$ cat config.mk
export PLATFORM = sky130hd
export DESIGN_NAME = periodic_task_tick_scheduler
export DESIGN_NICKNAME = d
export VERILOG_FILES = /design/src/ptts_pkg.sv /design/src/ptts_cell.sv /design/src/ptts_ring.sv /design/src/periodic_task_tick_scheduler.sv
export SDC_FILE = /design/constraint.sdc
export NUM_CORES = 1
export LEC_CHECK = 0
export BUFFER_PORTS_ARGS = -buffer_cell sky130_fd_sc_hd__buf_2
export CORE_MARGIN = 2
export CORE_UTILIZATION = 53
export DETAILED_ROUTE_END_ITERATION = 8
export PLACE_DENSITY = 0.73
export SYNTH_ARGS = -nofsm -noshare
export SYNTH_HDL_FRONTEND = slang
export SYNTH_SLANG_ARGS = --single-unit
$ cat constraint.sdc
create_clock -name i_clk -period 13.5 [get_ports i_clk]
set_clock_uncertainty 0.2 [all_clocks]
set_input_delay 2.7 -clock i_clk [delete_from_list [all_inputs] [get_ports i_clk]]
set_output_delay 2.7 -clock i_clk [all_outputs]
set_load 0.005 [all_outputs]
$ cat src/ptts_pkg.sv
package ptts_pkg;

    localparam int ID_W   = 8;
    localparam int PER_W  = 16;
    localparam int CNT_W  = 4;
    localparam int KIND_W = 3;

    // Id value that marks a free slot.
    localparam logic [ID_W-1:0] INACTIVE_ID = 8'hFF;

    // Requested operation.
    typedef enum logic [1:0] {
        OP_TICK  = 2'd0,
        OP_SCHED = 2'd1,
        OP_DESCH = 2'd2,
        OP_PROC  = 2'd3
    } t_op;

    // Result kind.
    typedef enum logic [KIND_W-1:0] {
        KIND_SCHED    = 3'd0,
        KIND_DESCH    = 3'd1,
        KIND_TICK     = 3'd2,
        KIND_DISPATCH = 3'd3,
        KIND_IDLE     = 3'd4
    } t_kind;

    // Token that walks the slot chain.
    typedef struct packed {
        t_op              op;
        logic [ID_W-1:0]  id;
        logic [PER_W-1:0] period;
        logic             found;
        logic [CNT_W-1:0] queued;
        logic [CNT_W-1:0] dropped;
    } t_pkt;

    // Events a slot raises while it holds the token.
    typedef struct packed {
        logic push;
        logic disp;
    } t_cell_evt;

    // Due ring status.
    typedef struct packed {
        logic full;
        logic empty;
    } t_ring_stat;

endpackage

$ cat src/ptts_cell.sv
module ptts_cell (
    input  logic                               i_clk,
    input  logic                               i_rst_n,
    input  logic                               i_adv,
    input  logic                               i_ring_full,
    input  logic                               i_tok,
    input  ptts_pkg::t_pkt                     i_pkt,
    output logic                               o_tok,
    output ptts_pkg::t_pkt                     o_pkt,
    output ptts_pkg::t_cell_evt                o_evt,
    output logic [ptts_pkg::ID_W-1:0]          o_id
);

    logic [ptts_pkg::ID_W-1:0]  r_id;
    logic [ptts_pkg::ID_W-1:0]  n_id;
    logic [ptts_pkg::PER_W-1:0] r_period;
    logic [ptts_pkg::PER_W-1:0] n_period;
    logic [ptts_pkg::PER_W-1:0] r_counter;
    logic [ptts_pkg::PER_W-1:0] n_counter;
    logic                       r_tok;
    ptts_pkg::t_pkt             r_pkt;
    ptts_pkg::t_pkt             n_pkt;
    logic                       w_active;

    assign w_active = (r_id != ptts_pkg::INACTIVE_ID);

    // Apply the token's operation to this slot
    always_comb begin
        n_id      = r_id;
        n_period  = r_period;
        n_counter = r_counter;
        n_pkt     = i_pkt;
        o_evt     = '0;
        if (i_tok) begin
            unique case (i_pkt.op)
                ptts_pkg::OP_TICK: begin
                    if (w_active && (r_period != '0)) begin
                        if (r_counter == r_period) begin
                            n_counter = ptts_pkg::PER_W'(1);
                            if (!i_ring_full) begin
                                o_evt.push   = 1'b1;
                                n_pkt.queued = i_pkt.queued + ptts_pkg::CNT_W'(1);
                            end else begin
                                n_pkt.dropped = i_pkt.dropped + ptts_pkg::CNT_W'(1);
                            end
                        end else begin
                            n_counter = r_counter + ptts_pkg::PER_W'(1);
                        end
                    end
                end
                ptts_pkg::OP_SCHED: begin
                    if (!w_active && !i_pkt.found && (i_pkt.id != ptts_pkg::INACTIVE_ID)) begin
                        n_id        = i_pkt.id;
                        n_period    = i_pkt.period;
                        n_counter   = ptts_pkg::PER_W'(1);
                        n_pkt.found = 1'b1;
                    end
                end
                ptts_pkg::OP_DESCH: begin
                    if ((i_pkt.id != ptts_pkg::INACTIVE_ID) && (r_id == i_pkt.id)) begin
                        n_id = ptts_pkg::INACTIVE_ID;
                    end
                end
                ptts_pkg::OP_PROC: begin
                    o_evt.disp = w_active && (r_period == '0);
                end
            endcase
        end
    end

    // Control: slot id and token valid
    always_ff @(posedge i_clk) begin
        if (!i_rst_n) begin
            r_id  <= ptts_pkg::INACTIVE_ID;
            r_tok <= 1'b0;
        end else if (i_adv) begin
            r_id  <= n_id;
            r_tok <= i_tok;
        end
    end

    // Payload: period, counter and the token handed to the neighbor
    always_ff @(posedge i_clk) begin
        if (i_adv) begin
            r_period  <= n_period;
            r_counter <= n_counter;
            r_pkt     <= n_pkt;
        end
    end

    assign o_tok = r_tok;
    assign o_pkt = r_pkt;
    assign o_id  = r_id;

endmodule

$ cat src/ptts_ring.sv
module ptts_ring #(
    parameter int DEPTH  = 16,
    parameter int DATA_W = 3
) (
    input  logic                 i_clk,
    input  logic                 i_rst_n,
    input  logic                 i_push,
    input  logic [DATA_W-1:0]    i_push_data,
    input  logic                 i_pop,
    output ptts_pkg::t_ring_stat o_stat,
    output logic [DATA_W-1:0]    o_rd_data
);

    localparam int AW = $clog2(DEPTH);
    localparam int CW = $clog2(DEPTH + 1);

    logic [DATA_W-1:0] r_mem [DEPTH];
    logic [DATA_W-1:0] r_rd_data;
    logic [AW-1:0]     r_wptr;
    logic [AW-1:0]     n_wptr;
    logic [AW-1:0]     r_rptr;
    logic [AW-1:0]     n_rptr;
    logic [CW-1:0]     r_count;
    logic [CW-1:0]     n_count;

    // Advance pointers with wrap at the ring depth
    always_comb begin
        n_wptr  = r_wptr;
        n_rptr  = r_rptr;
        n_count = r_count;
        if (i_push) begin
            n_wptr  = (r_wptr == AW'(DEPTH - 1)) ? '0 : r_wptr + AW'(1);
            n_count = r_count + CW'(1);
        end else if (i_pop) begin
            n_rptr  = (r_rptr == AW'(DEPTH - 1)) ? '0 : r_rptr + AW'(1);
            n_count = r_count - CW'(1);
        end
    end

    always_ff @(posedge i_clk) begin
        if (!i_rst_n) begin
            r_wptr  <= '0;
            r_rptr  <= '0;
            r_count <= '0;
        end else begin
            r_wptr  <= n_wptr;
            r_rptr  <= n_rptr;
            r_count <= n_count;
        end
    end

    // Storage: one write port, one registered read port
    always_ff @(posedge i_clk) begin
        if (i_push) begin
            r_mem[r_wptr] <= i_push_data;
        end
        if (i_pop) begin
            r_rd_data <= r_mem[r_rptr];
        end
    end

    assign o_stat.full  = (r_count == CW'(DEPTH));
    assign o_stat.empty = (r_count == '0);
    assign o_rd_data    = r_rd_data;

endmodule

$ cat src/periodic_task_tick_scheduler.sv
// Tick, schedule and deschedule: one reply, once the token has walked the whole row of slot cells.
// Process: drain the due ring one entry at a time (read, then check), then walk the row for immediate tasks.
// One input at a time; the next is taken once the final result sits in the output register.
// The token walks the row of slot cells one cell per cycle while the output register can take a result.
// Reset (i_rst_n low, synchronous): all slots inactive, ring empty, no result pending.
module periodic_task_tick_scheduler #(
    parameter int SLOTS      = 8,
    parameter int RING_DEPTH = 16
) (
    input  logic                              i_clk,
    input  logic                              i_rst_n,
    input  logic                              i_in_valid,
    output logic                              o_in_ready,
    input  logic [1:0]                        i_mode,
    input  logic [ptts_pkg::ID_W-1:0]         i_task_id,
    input  logic [ptts_pkg::PER_W-1:0]        i_period,
    output logic                              o_out_valid,
    input  logic                              i_out_ready,
    output logic [ptts_pkg::KIND_W-1:0]       o_kind,
    output logic [ptts_pkg::ID_W-1:0]         o_task_id_res,
    output logic                              o_accepted,
    output logic [ptts_pkg::CNT_W-1:0]        o_queued,
    output logic [ptts_pkg::CNT_W-1:0]        o_dropped,
    output logic                              o_last
);

    localparam int SW = (SLOTS > 1) ? $clog2(SLOTS) : 1;

    typedef enum logic [3:0] {
        S_IDLE    = 4'b0001,
        S_POP_RD  = 4'b0010,
        S_POP_CHK = 4'b0100,
        S_WALK    = 4'b1000
    } t_state;

    t_state                      r_state;
    t_state                      n_state;
    ptts_pkg::t_op               r_op;
    ptts_pkg::t_op               n_op;
    logic [ptts_pkg::ID_W-1:0]   r_id;
    logic [ptts_pkg::ID_W-1:0]   n_id;
    logic [ptts_pkg::PER_W-1:0]  r_period;
    logic [ptts_pkg::PER_W-1:0]  n_period;
    logic                        r_launch;
    logic                        n_launch;
    logic                        r_hold_valid;
    logic                        n_hold_valid;
    logic [ptts_pkg::ID_W-1:0]   r_hold_id;
    logic [ptts_pkg::ID_W-1:0]   n_hold_id;
    logic                        r_out_valid;
    logic                        n_out_valid;
    ptts_pkg::t_kind             r_out_kind;
    ptts_pkg::t_kind             n_out_kind;
    logic [ptts_pkg::ID_W-1:0]   r_out_id;
    logic [ptts_pkg::ID_W-1:0]   n_out_id;
    logic                        r_out_acc;
    logic                        n_out_acc;
    logic [ptts_pkg::CNT_W-1:0]  r_out_q;
    logic [ptts_pkg::CNT_W-1:0]  n_out_q;
    logic [ptts_pkg::CNT_W-1:0]  r_out_d;
    logic [ptts_pkg::CNT_W-1:0]  n_out_d;
    logic                        r_out_last;
    logic                        n_out_last;

    logic                        w_adv;
    logic                        w_tok [SLOTS+1];
    ptts_pkg::t_pkt              w_pkt [SLOTS+1];
    ptts_pkg::t_cell_evt         w_evt [SLOTS];
    logic [ptts_pkg::ID_W-1:0]   w_slot_id [SLOTS];
    logic                        w_push_any;
    logic [SW-1:0]               w_push_idx;
    logic                        w_disp_any;
    logic [ptts_pkg::ID_W-1:0]   w_disp_id;
    logic                        w_ring_pop;
    ptts_pkg::t_ring_stat        w_ring_stat;
    logic [SW-1:0]               w_rd_slot;
    logic                        w_disp_now;
    logic [ptts_pkg::ID_W-1:0]   w_disp_now_id;

    // Move the chain only when a result can be placed in the output register
    assign w_adv = !r_out_valid || i_out_ready;

    // Feed the token into the first cell
    assign w_tok[0] = r_launch;
    always_comb begin
        w_pkt[0]         = '0;
        w_pkt[0].op      = r_op;
        w_pkt[0].id      = r_id;
        w_pkt[0].period  = r_period;
    end

    // Row of slot cells
    for (genvar g = 0; g < SLOTS; g++) begin : g_slot
        ptts_cell u_cell (
            .i_clk       (i_clk),
            .i_rst_n     (i_rst_n),
            .i_adv       (w_adv),
            .i_ring_full (w_ring_stat.full),
            .i_tok       (w_tok[g]),
            .i_pkt       (w_pkt[g]),
            .o_tok       (w_tok[g+1]),
            .o_pkt       (w_pkt[g+1]),
            .o_evt       (w_evt[g]),
            .o_id        (w_slot_id[g])
        );
    end

    // Collect events from the cell that holds the token
    always_comb begin
        w_push_any = 1'b0;
        w_push_idx = '0;
        w_disp_any = 1'b0;
        w_disp_id  = '0;
        for (int i = 0; i < SLOTS; i++) begin
            if (w_evt[i].push) begin
                w_push_any = 1'b1;
                w_push_idx = w_push_idx | SW'(i);
            end
            if (w_evt[i].disp) begin
                w_disp_any = 1'b1;
                w_disp_id  = w_disp_id | w_slot_id[i];
            end
        end
    end

    ptts_ring #(
        .DEPTH  (RING_DEPTH),
        .DATA_W (SW)
    ) u_ring (
        .i_clk       (i_clk),
        .i_rst_n     (i_rst_n),
        .i_push      (w_adv && w_push_any),
        .i_push_data (w_push_idx),
        .i_pop       (w_ring_pop),
        .o_stat      (w_ring_stat),
        .o_rd_data   (w_rd_slot)
    );

    // Sequencer: ring drain, chain walk, result framing
    always_comb begin
        n_state       = r_state;
        n_op          = r_op;
        n_id          = r_id;
        n_period      = r_period;
        n_launch      = r_launch;
        n_hold_valid  = r_hold_valid;
        n_hold_id     = r_hold_id;
        n_out_valid   = r_out_valid;
        n_out_kind    = r_out_kind;
        n_out_id      = r_out_id;
        n_out_acc     = r_out_acc;
        n_out_q       = r_out_q;
        n_out_d       = r_out_d;
        n_out_last    = r_out_last;
        w_ring_pop    = 1'b0;
        w_disp_now    = 1'b0;
        w_disp_now_id = '0;

        // drop the result once taken
        if (r_out_valid && i_out_ready) begin
            n_out_valid = 1'b0;
        end
        // the first cell takes the token on an advance
        if (w_adv) begin
            n_launch = 1'b0;
        end

        unique case (r_state)
            S_IDLE: begin
                if (i_in_valid) begin
                    n_op     = ptts_pkg::t_op'(i_mode);
                    n_id     = i_task_id;
                    n_period = i_period;
                    if ((ptts_pkg::t_op'(i_mode) == ptts_pkg::OP_PROC) &&
                        !w_ring_stat.empty) begin
                        n_state = S_POP_RD;
                    end else begin
                        n_launch = 1'b1;
                        n_state  = S_WALK;
                    end
                end
            end
            S_POP_RD: begin
                w_ring_pop = 1'b1;
                n_state    = S_POP_CHK;
            end
            S_POP_CHK: begin
                if (w_adv) begin
                    if (w_slot_id[w_rd_slot] != ptts_pkg::INACTIVE_ID) begin
                        w_disp_now    = 1'b1;
                        w_disp_now_id = w_slot_id[w_rd_slot];
                    end
                    if (!w_ring_stat.empty) begin
                        n_state = S_POP_RD;
                    end else begin
                        n_launch = 1'b1;
                        n_state  = S_WALK;
                    end
                end
            end
            S_WALK: begin
                if (w_adv) begin
                    if (w_disp_any) begin
                        w_disp_now    = 1'b1;
                        w_disp_now_id = w_disp_id;
                    end
                    if (w_tok[SLOTS]) begin
                        n_out_valid = 1'b1;
                        n_out_kind  = ptts_pkg::KIND_IDLE;
                        n_out_id    = '0;
                        n_out_acc   = 1'b0;
                        n_out_q     = '0;
                        n_out_d     = '0;
                        n_out_last  = 1'b1;
                        unique case (r_op)
                            ptts_pkg::OP_TICK: begin
                                n_out_kind = ptts_pkg::KIND_TICK;
                                n_out_q    = w_pkt[SLOTS].queued;
                                n_out_d    = w_pkt[SLOTS].dropped;
                            end
                            ptts_pkg::OP_SCHED: begin
                                n_out_kind = ptts_pkg::KIND_SCHED;
                                n_out_acc  = w_pkt[SLOTS].found;
                            end
                            ptts_pkg::OP_DESCH: begin
                                n_out_kind = ptts_pkg::KIND_DESCH;
                            end
                            ptts_pkg::OP_PROC: begin
                                // release the held dispatch as the final one
                                if (r_hold_valid) begin
                                    n_out_kind   = ptts_pkg::KIND_DISPATCH;
                                    n_out_id     = r_hold_id;
                                    n_hold_valid = 1'b0;
                                end
                            end
                        endcase
                        n_state = S_IDLE;
                    end
                end
            end
            default: begin
                n_state = S_IDLE;
            end
        endcase

        // Hold each dispatch back one step so the final one can carry last
        if (w_disp_now) begin
            if (r_hold_valid) begin
                n_out_valid = 1'b1;
                n_out_kind  = ptts_pkg::KIND_DISPATCH;
                n_out_id    = r_hold_id;
                n_out_acc   = 1'b0;
                n_out_q     = '0;
                n_out_d     = '0;
                n_out_last  = 1'b0;
            end
            n_hold_valid = 1'b1;
            n_hold_id    = w_disp_now_id;
        end
    end

    // Control registers
    always_ff @(posedge i_clk) begin
        if (!i_rst_n) begin
            r_state      <= S_IDLE;
            r_launch     <= 1'b0;
            r_hold_valid <= 1'b0;
            r_out_valid  <= 1'b0;
        end else begin
            r_state      <= n_state;
            r_launch     <= n_launch;
            r_hold_valid <= n_hold_valid;
            r_out_valid  <= n_out_valid;
        end
    end

    // Payload registers
    always_ff @(posedge i_clk) begin
        r_op       <= n_op;
        r_id       <= n_id;
        r_period   <= n_period;
        r_hold_id  <= n_hold_id;
        r_out_kind <= n_out_kind;
        r_out_id   <= n_out_id;
        r_out_acc  <= n_out_acc;
        r_out_q    <= n_out_q;
        r_out_d    <= n_out_d;
        r_out_last <= n_out_last;
    end

    assign o_in_ready    = (r_state == S_IDLE);
    assign o_out_valid   = r_out_valid;
    assign o_kind        = r_out_kind;
    assign o_task_id_res = r_out_id;
    assign o_accepted    = r_out_acc;
    assign o_queued      = r_out_q;
    assign o_dropped     = r_out_d;
    assign o_last        = r_out_last;

endmodule

==> results_dict.tcl, run 1 <==
set metrics [dict create \
    htreeDepth 3 \
    worstMarginPinSlew_ps 1390 \
    end_kind "flop" \
    p_seq_share_pct 53.6 \
    grt_overflow_total 0 \
    ff2ff_path_depth 13 \
    clock_latency_ps 610 \
    status "completed" \
    chipHeight_um 244 \
    drive_gt1_share_pct 10.8 \
    dp_hpwl_um 46300 \
    max_freq_mhz 175 \
    r2r_end "u_ring.r_count[4]$_SDFFE_PN0P_" \
    yosysMostFrequentCell "edfxtp_1" \
    cts-buffers-inserted 71 \
    ys_seq_elements 696 \
    cts-root-buf "clkbuf_16" \
    netSwitchingPower_w 0.000913 \
    areaGrowthSynthToFinish_pct 12.0 \
    slew_violations 0 \
    tns_ps 0 \
    path_depth 9 \
    rrSetupSlack_ps 8750 \
    rows 87 \
    critical-path-top-delay-family "buffers and inverters" \
    drt_iter0_drc 1664 \
    die_w_um 244 \
    drc 0 \
    wirelength_um 65500 \
    firstDrtPassIters 8 \
    yosys.cell_types.count 70 \
    cp-endpoint "g_slot[5].u_cell.o_id[5]$_SDFFE_PN1P_" \
    io_pins 53 \
    worstPathMaxFanout 118 \
    wl_per_cell_um 20.7 \
    cts_tree "built" \
    yosys-top-cells-area "edfxtp_1 58%, dfxtp_1 7.4%, xor2_1 6.5%" \
    syn-cell-area_um2 30400 \
    clkTransAtPathRegs_ps 60 \
    syn_nets 2321 \
    synth-simple-area-share_pct 15.5 \
    synth_top_family_by_area "simple AND/OR/NAND/NOR gates" \
    ys_seq_area_share_pct 65.0 \
    slowest_delay_ps 860 \
    ys_warn_count 0 \
    post-cts-setup-buffers 0 \
    io_buffers 52 \
    ant_nets 0 \
    min_period_over_period_pct 42.4 \
    cts_buffer_depth 3 \
    crit_buf_inv 4 \
    crit_start "i_out_ready" \
    synth_adder_area_share_pct 1.22 \
    critPathKind "input pin to flop" \
    r2r-start "g_slot[7].u_cell.r_counter[9]$_SDFFCE_PP0P_" \
    relSlewSlack_pct 7.23 \
    yosys.area_share.xor_xnor_pct 9.59 \
    grt_util_all_layers_pct 22.3 \
    hold_start "g_slot[6].u_cell.o_pkt[17]$_DFFE_PN_" \
    final_util_pct 60.2 \
    pwr_density_cell_nw_per_um2 133 \
    maxCapViolCount 0 \
    hold_viol 0 \
    num_antenna_cells 0 \
    path_cells "buf_2, nor2b_2, buf_4, inv_8, buf_4, nand2_1, a21oi_1, and3b_1, o21ai_1" \
    synthArstFlopShare_pct 0 \
    grt_start_max_net_pins 119 \
    holdBufCountCts 0 \
    die_area_um2 59300 \
    grt_pass1_vias 18987 \
    synth.area.mux_share_pct 3.24 \
    ir_drop_mv 0.128 \
    antenna_found_initial 2 \
    syn_area_per_cell_um2 13.4 \
    crit_path_frequent_cell "buf_4" \
    dr_total_vias 18617 \
    rsz0062_at_grt "false" \
    grt_pass1_wl_um 104000 \
    yosys.area.top_type "edfxtp_1" \
    hp-class "flop to flop" \
    cp.required_ps 13740 \
    internal_power_w 0.00363 \
    finalCriticalPeriod_ps 5720 \
    core-area_um2 56600 \
    fin_nets 2417 \
    cts.sinks 696 \
    cts_resized 0 \
    startpoint_type "input pin" \
    gp_congestion 0.904 \
    combPwrFrac_pct 1.9 \
    arrival_ps 5960 \
    setup_viol_count_final 0 \
    syn_inst 2262 \
    power_frac_clock_pct 44.5 \
    power.leakage_nw 12.2 \
    synth_edf_count 583 \
    synth_compound_area_share_pct 4.33 \
    initial_core_util_pct 53.7 \
    via_per_inst 5.87 \
    yosysTopAreaCellShare_pct 57.6 \
    p_sw_share_pct 20.1 \
    slowest_stage "buf_4" \
    ys.flop_type "edfxtp_1" \
    synth_common_cells "583 x edfxtp_1, 224 x xor2_1, 214 x nor2_1, 123 x nand2_1, 113 x dfxtp_1" \
]
==> sequential cells by signal, summed over array words and instances, names as in the netlist, 16 cells and up <==
signal and flops:
g_slot.u_cell.o_pkt 242, g_slot.u_cell.r_counter 128, g_slot.u_cell.r_period 128, g_slot.u_cell.o_id 64, u_ring.r_mem 48, r_period 16
==> power by group through the flow <==
| stage | Clock [W] | Sequential [W] | Combinational, W |
|---|---|---|---|
| 2_1_floorplan | 0 | 0.00245 | 0.0000632 |
| 3_3_place_gp | 0 | 0.00248 | 0.0000838 |
| 3_5_place_dp | 0 | 0.00248 | 0.0000876 |
| 4_1_cts | 0.00206 | 0.00244 | 0.0000878 |
| 5_1_grt | 0.00214 | 0.00244 | 0.0000974 |
| 6_report | 0.00202 | 0.00244 | 0.0000881 |
==> routing by layer <==
metal  wire, um  vias up  track usage, %
li1           -     8696               -
met1      27000     9160            28.3
met2      32600      604            38.4
met3       3940      155            4.25
met4       2020        2            7.77
met5         12        -               0
==> worst min path at each step <==
stage / end / cells after the start
global placement: g_slot[7].u_cell.r_period[10]$_DFFE_PP_ / 0
finish: g_slot[7].u_cell.r_period[8]$_DFFE_PP_ / 0
floorplan: g_slot[7].u_cell.r_period[0]$_DFFE_PP_ / 0
CTS: g_slot[7].u_cell.r_period[8]$_DFFE_PP_ / 0
global route: g_slot[7].u_cell.r_period[8]$_DFFE_PP_ / 0
detailed placement: g_slot[7].u_cell.r_period[8]$_DFFE_PP_ / 0
==> cell usage in the layout (no fill, tap or decap), types with 21 or more instances in the layout <==
cell       Yosys  final
xor2_1       224    224
inv_1         26     25
clkbuf_16      0     75
buf_2          5     52
a21oi_1       28     28
nor2_1       214    214
nor3_1        26     21
and3b_1       40     40
mux4_2        32     32
o21ai_1       23     23
nor2b_1       35     34
nand2_1      123    123
edfxtp_1     583    583
dfxtp_1      113    113
nand4_1       79     79
xnor2_1      109    109
and3_1        39     39
nand3_1       88     88
nor3b_1       32     32
buf_4          2     28
o21ai_0       68     68
nor4_1        85     85
ha_1          28     28
==> through the flow <==
| stage | power [W] | hold slack (ps) | cells | cell area [um2] | setup WS [ps] |
|---|---|---|---|---|---|
| 2_1_floorplan | 0.00252 | 200 | 2262 | 30400 | 1740 |
| 3_3_place_gp | 0.00256 | 212 | 3041 | 31600 | 7320 |
| 3_5_place_dp | 0.00257 | 205 | 3041 | 31600 | 7190 |
| 4_1_cts | 0.00458 | 216 | 3172 | 34100 | 7830 |
| 5_1_grt | 0.00468 | 223 | 3172 | 34100 | 7410 |
| 6_report | 0.00455 | 215 | 3172 | 34100 | 7780 |
==> area by class of cell <==
| type | instances | area, um2 |
|---|---|---|
| Inverter | 27 | 109 |
| Fill cell | 4304 | 22500 |
| Sequential cell | 696 | 19800 |
| Clock inverter | 36 | 458 |
| Multi-Input combinational cell | 1482 | 10400 |
| Tap cell | 756 | 946 |
| Timing Repair Buffer | 80 | 470 |
| Clock buffer | 95 | 1950 |
==> logic make-up (layout without fill, tap and decap cells) <==
kind of cell	count (synthesis)	count (layout)
mux	57	57
fa+ha+maj	29	29
buf+inv	84	238
xor+xnor	333	333
compound gates	205	205
simple gates	858	858
flops	696	696
No activity file was read; power rests on OpenSTA's default activity.
==> run 2: changes to the inputs <==
==> constraint.sdc (replaced) <==
create_clock -name i_clk -period 5.9 [get_ports i_clk]
set_clock_uncertainty 0.2 [all_clocks]
set_input_delay 1.18 -clock i_clk [delete_from_list [all_inputs] [get_ports i_clk]]
set_output_delay 1.18 -clock i_clk [all_outputs]
set_load 0.005 [all_outputs]
==> results_dict.tcl, run 2 (synthesis gave the netlist of run 1 again) <==
set metrics [dict create \
    drc 0 \
    power_frac_clock_pct 45.1 \
    areaGrowthSynthToFinish_pct 12.4 \
    core-area_um2 56600 \
    p_sw_share_pct 20.1 \
    wl_per_cell_um 20.4 \
    firstDrtPassIters 9 \
    critPathKind "flop to flop" \
    drive_gt1_share_pct 11.3 \
    grt_pass1_wl_um 101000 \
    fin_nets 2420 \
    initial_core_util_pct 53.7 \
    combPwrFrac_pct 1.9 \
    netSwitchingPower_w 0.00212 \
    hold_viol 0 \
    pwr_density_cell_nw_per_um2 308 \
    slew_violations 0 \
    maxCapViolCount 0 \
    clkTransAtPathRegs_ps 60 \
    rsz0062_at_grt "false" \
    cp.required_ps 6260 \
    seq_area_um2 19800 \
    gp_congestion 0.896 \
    relSlewSlack_pct 15.9 \
    ir_drop_mv 0.250 \
    end_kind "flop" \
    antenna_found_initial 0 \
    layout_common_cells "583 x edfxtp_1, 224 x xor2_1, 214 x nor2_1, 123 x nand2_1, 113 x dfxtp_1" \
    nFillCells 4260 \
    hp-class "flop to flop" \
    grt_pass1_vias 18295 \
    status "completed" \
    worstPathMaxFanout 17 \
    htreeDepth 3 \
    hold_ws_ps 226 \
    final_cells 3174 \
    multiInputGateArea_um2 10400 \
    num_antenna_cells 0 \
    internal_power_w 0.00840 \
    dp_hpwl_um 45900 \
    clock_latency_ps 610 \
    dr_total_vias 18615 \
    p_seq_share_pct 53.0 \
    tns_ps 0 \
    ant_nets 0 \
    cts.sinks 696 \
    io_pins 53 \
    setup_viol_count_final 0 \
    max_freq_mhz 224 \
    grt_util_all_layers_pct 21.7 \
    min_period_over_period_pct 75.7 \
    io_buffers 52 \
    power.leakage_nw 12.3 \
    finalCriticalPeriod_ps 4470 \
    post-cts-setup-buffers 0 \
    holdBufCountCts 0 \
    fin_total_pwr_w 0.0105 \
    wirelength_um 64800 \
    chipHeight_um 244 \
    grt_overflow_total 0 \
    grt_start_max_net_pins 116 \
    cts_tree "built" \
    die_w_um 244 \
    die_area_um2 59300 \
    worstMarginPinSlew_ps 1250 \
    largest_reg_flops 242 \
    via_per_inst 5.86 \
    cts_resized 0 \
    arrival_ps 4820 \
    startpoint_type "flop" \
    dp_cells 3043 \
    mostFrequentLayoutCell "edfxtp_1" \
    cts-root-buf "clkbuf_16" \
    cts_buffer_depth 3 \
    drt_iter0_drc 1845 \
    cts-buffers-inserted 72 \
    rows 87 \
]
[run 2: cell count changes in the layout (fill, tap and decap cells not counted), sizes merged]
cell,change
inv,-1
buf,+2
clkinv,+6
clkbuf,-8
clkinvlp,+3
[run 2: layer usage]
layer | global-route usage, % | part of all wire (%) | vias to the layer above | wire length (um)
li1 | - | - | 8717 | -
met3 | 3.91 | 6.2 | 104 | 4000
met5 | 0 | 0 | - | 0
met1 | 29.8 | 43 | 9183 | 27900
met4 | 5.99 | 2.1 | 0 | 1380
met2 | 35.9 | 49 | 611 | 31500
[run 2: worst max-delay path, cell delays in order, from the launching register on]
cell and delay [ps]:
edfxtp_1 440, xor2_1 170, nor4_1 330, nand4_1 300, or4_1 800, nand4_4 330, o21ai_4 170, inv_2 300
fa_1 270, inv_1 50, a21o_1 150, a21oi_1 280, mux4_2 540, nand4_1 80
[run 2: metrics by stage]
step	cell area (um2)	setup slack, ps	util [%]
global placement	31700	1520	55.9
finish	34200	1430	60.4
floorplan	30400	1070	-
detailed placement	31700	1490	55.9
CTS	34200	1490	60.4
global route	34200	1140	60.4
[run 2: path summary, 6_finish.rpt]
kind	start	to	slack (ps)	cells past startpoint
max	g_slot[7].u_cell.r_counter[9]$_SDFFCE_PP0P_	u_ring.r_count[4]$_SDFFE_PN0P_	1430	13
min	g_slot[6].u_cell.o_pkt[12]$_DFFE_PN_	g_slot[7].u_cell.r_period[3]$_DFFE_PP_	230	0
max reg2reg	g_slot[7].u_cell.r_counter[9]$_SDFFCE_PP0P_	u_ring.r_count[4]$_SDFFE_PN0P_	1430	13
min reg2reg	g_slot[6].u_cell.o_pkt[12]$_DFFE_PN_	g_slot[7].u_cell.r_period[3]$_DFFE_PP_	230	0
[run 2: layout make-up]
type,instances,share of cell area [%]
sequential,696,57.8
multi-input combinational,1482,30.3
clock buffer,87,5.83
tap,756,2.77
clock inverter,44,1.53
timing repair buffer,82,1.42
inverter,27,0.318
[run 2: power groups by stage]
stage	registers, W	logic [W]	clock network (W)
global route	0.00559	0.000221	0.00501
finish	0.00557	0.000200	0.00474
floorplan	0.00562	0.000145	0
CTS	0.00557	0.000201	0.00482
detailed placement	0.00568	0.000199	0
global placement	0.00567	0.000192	0
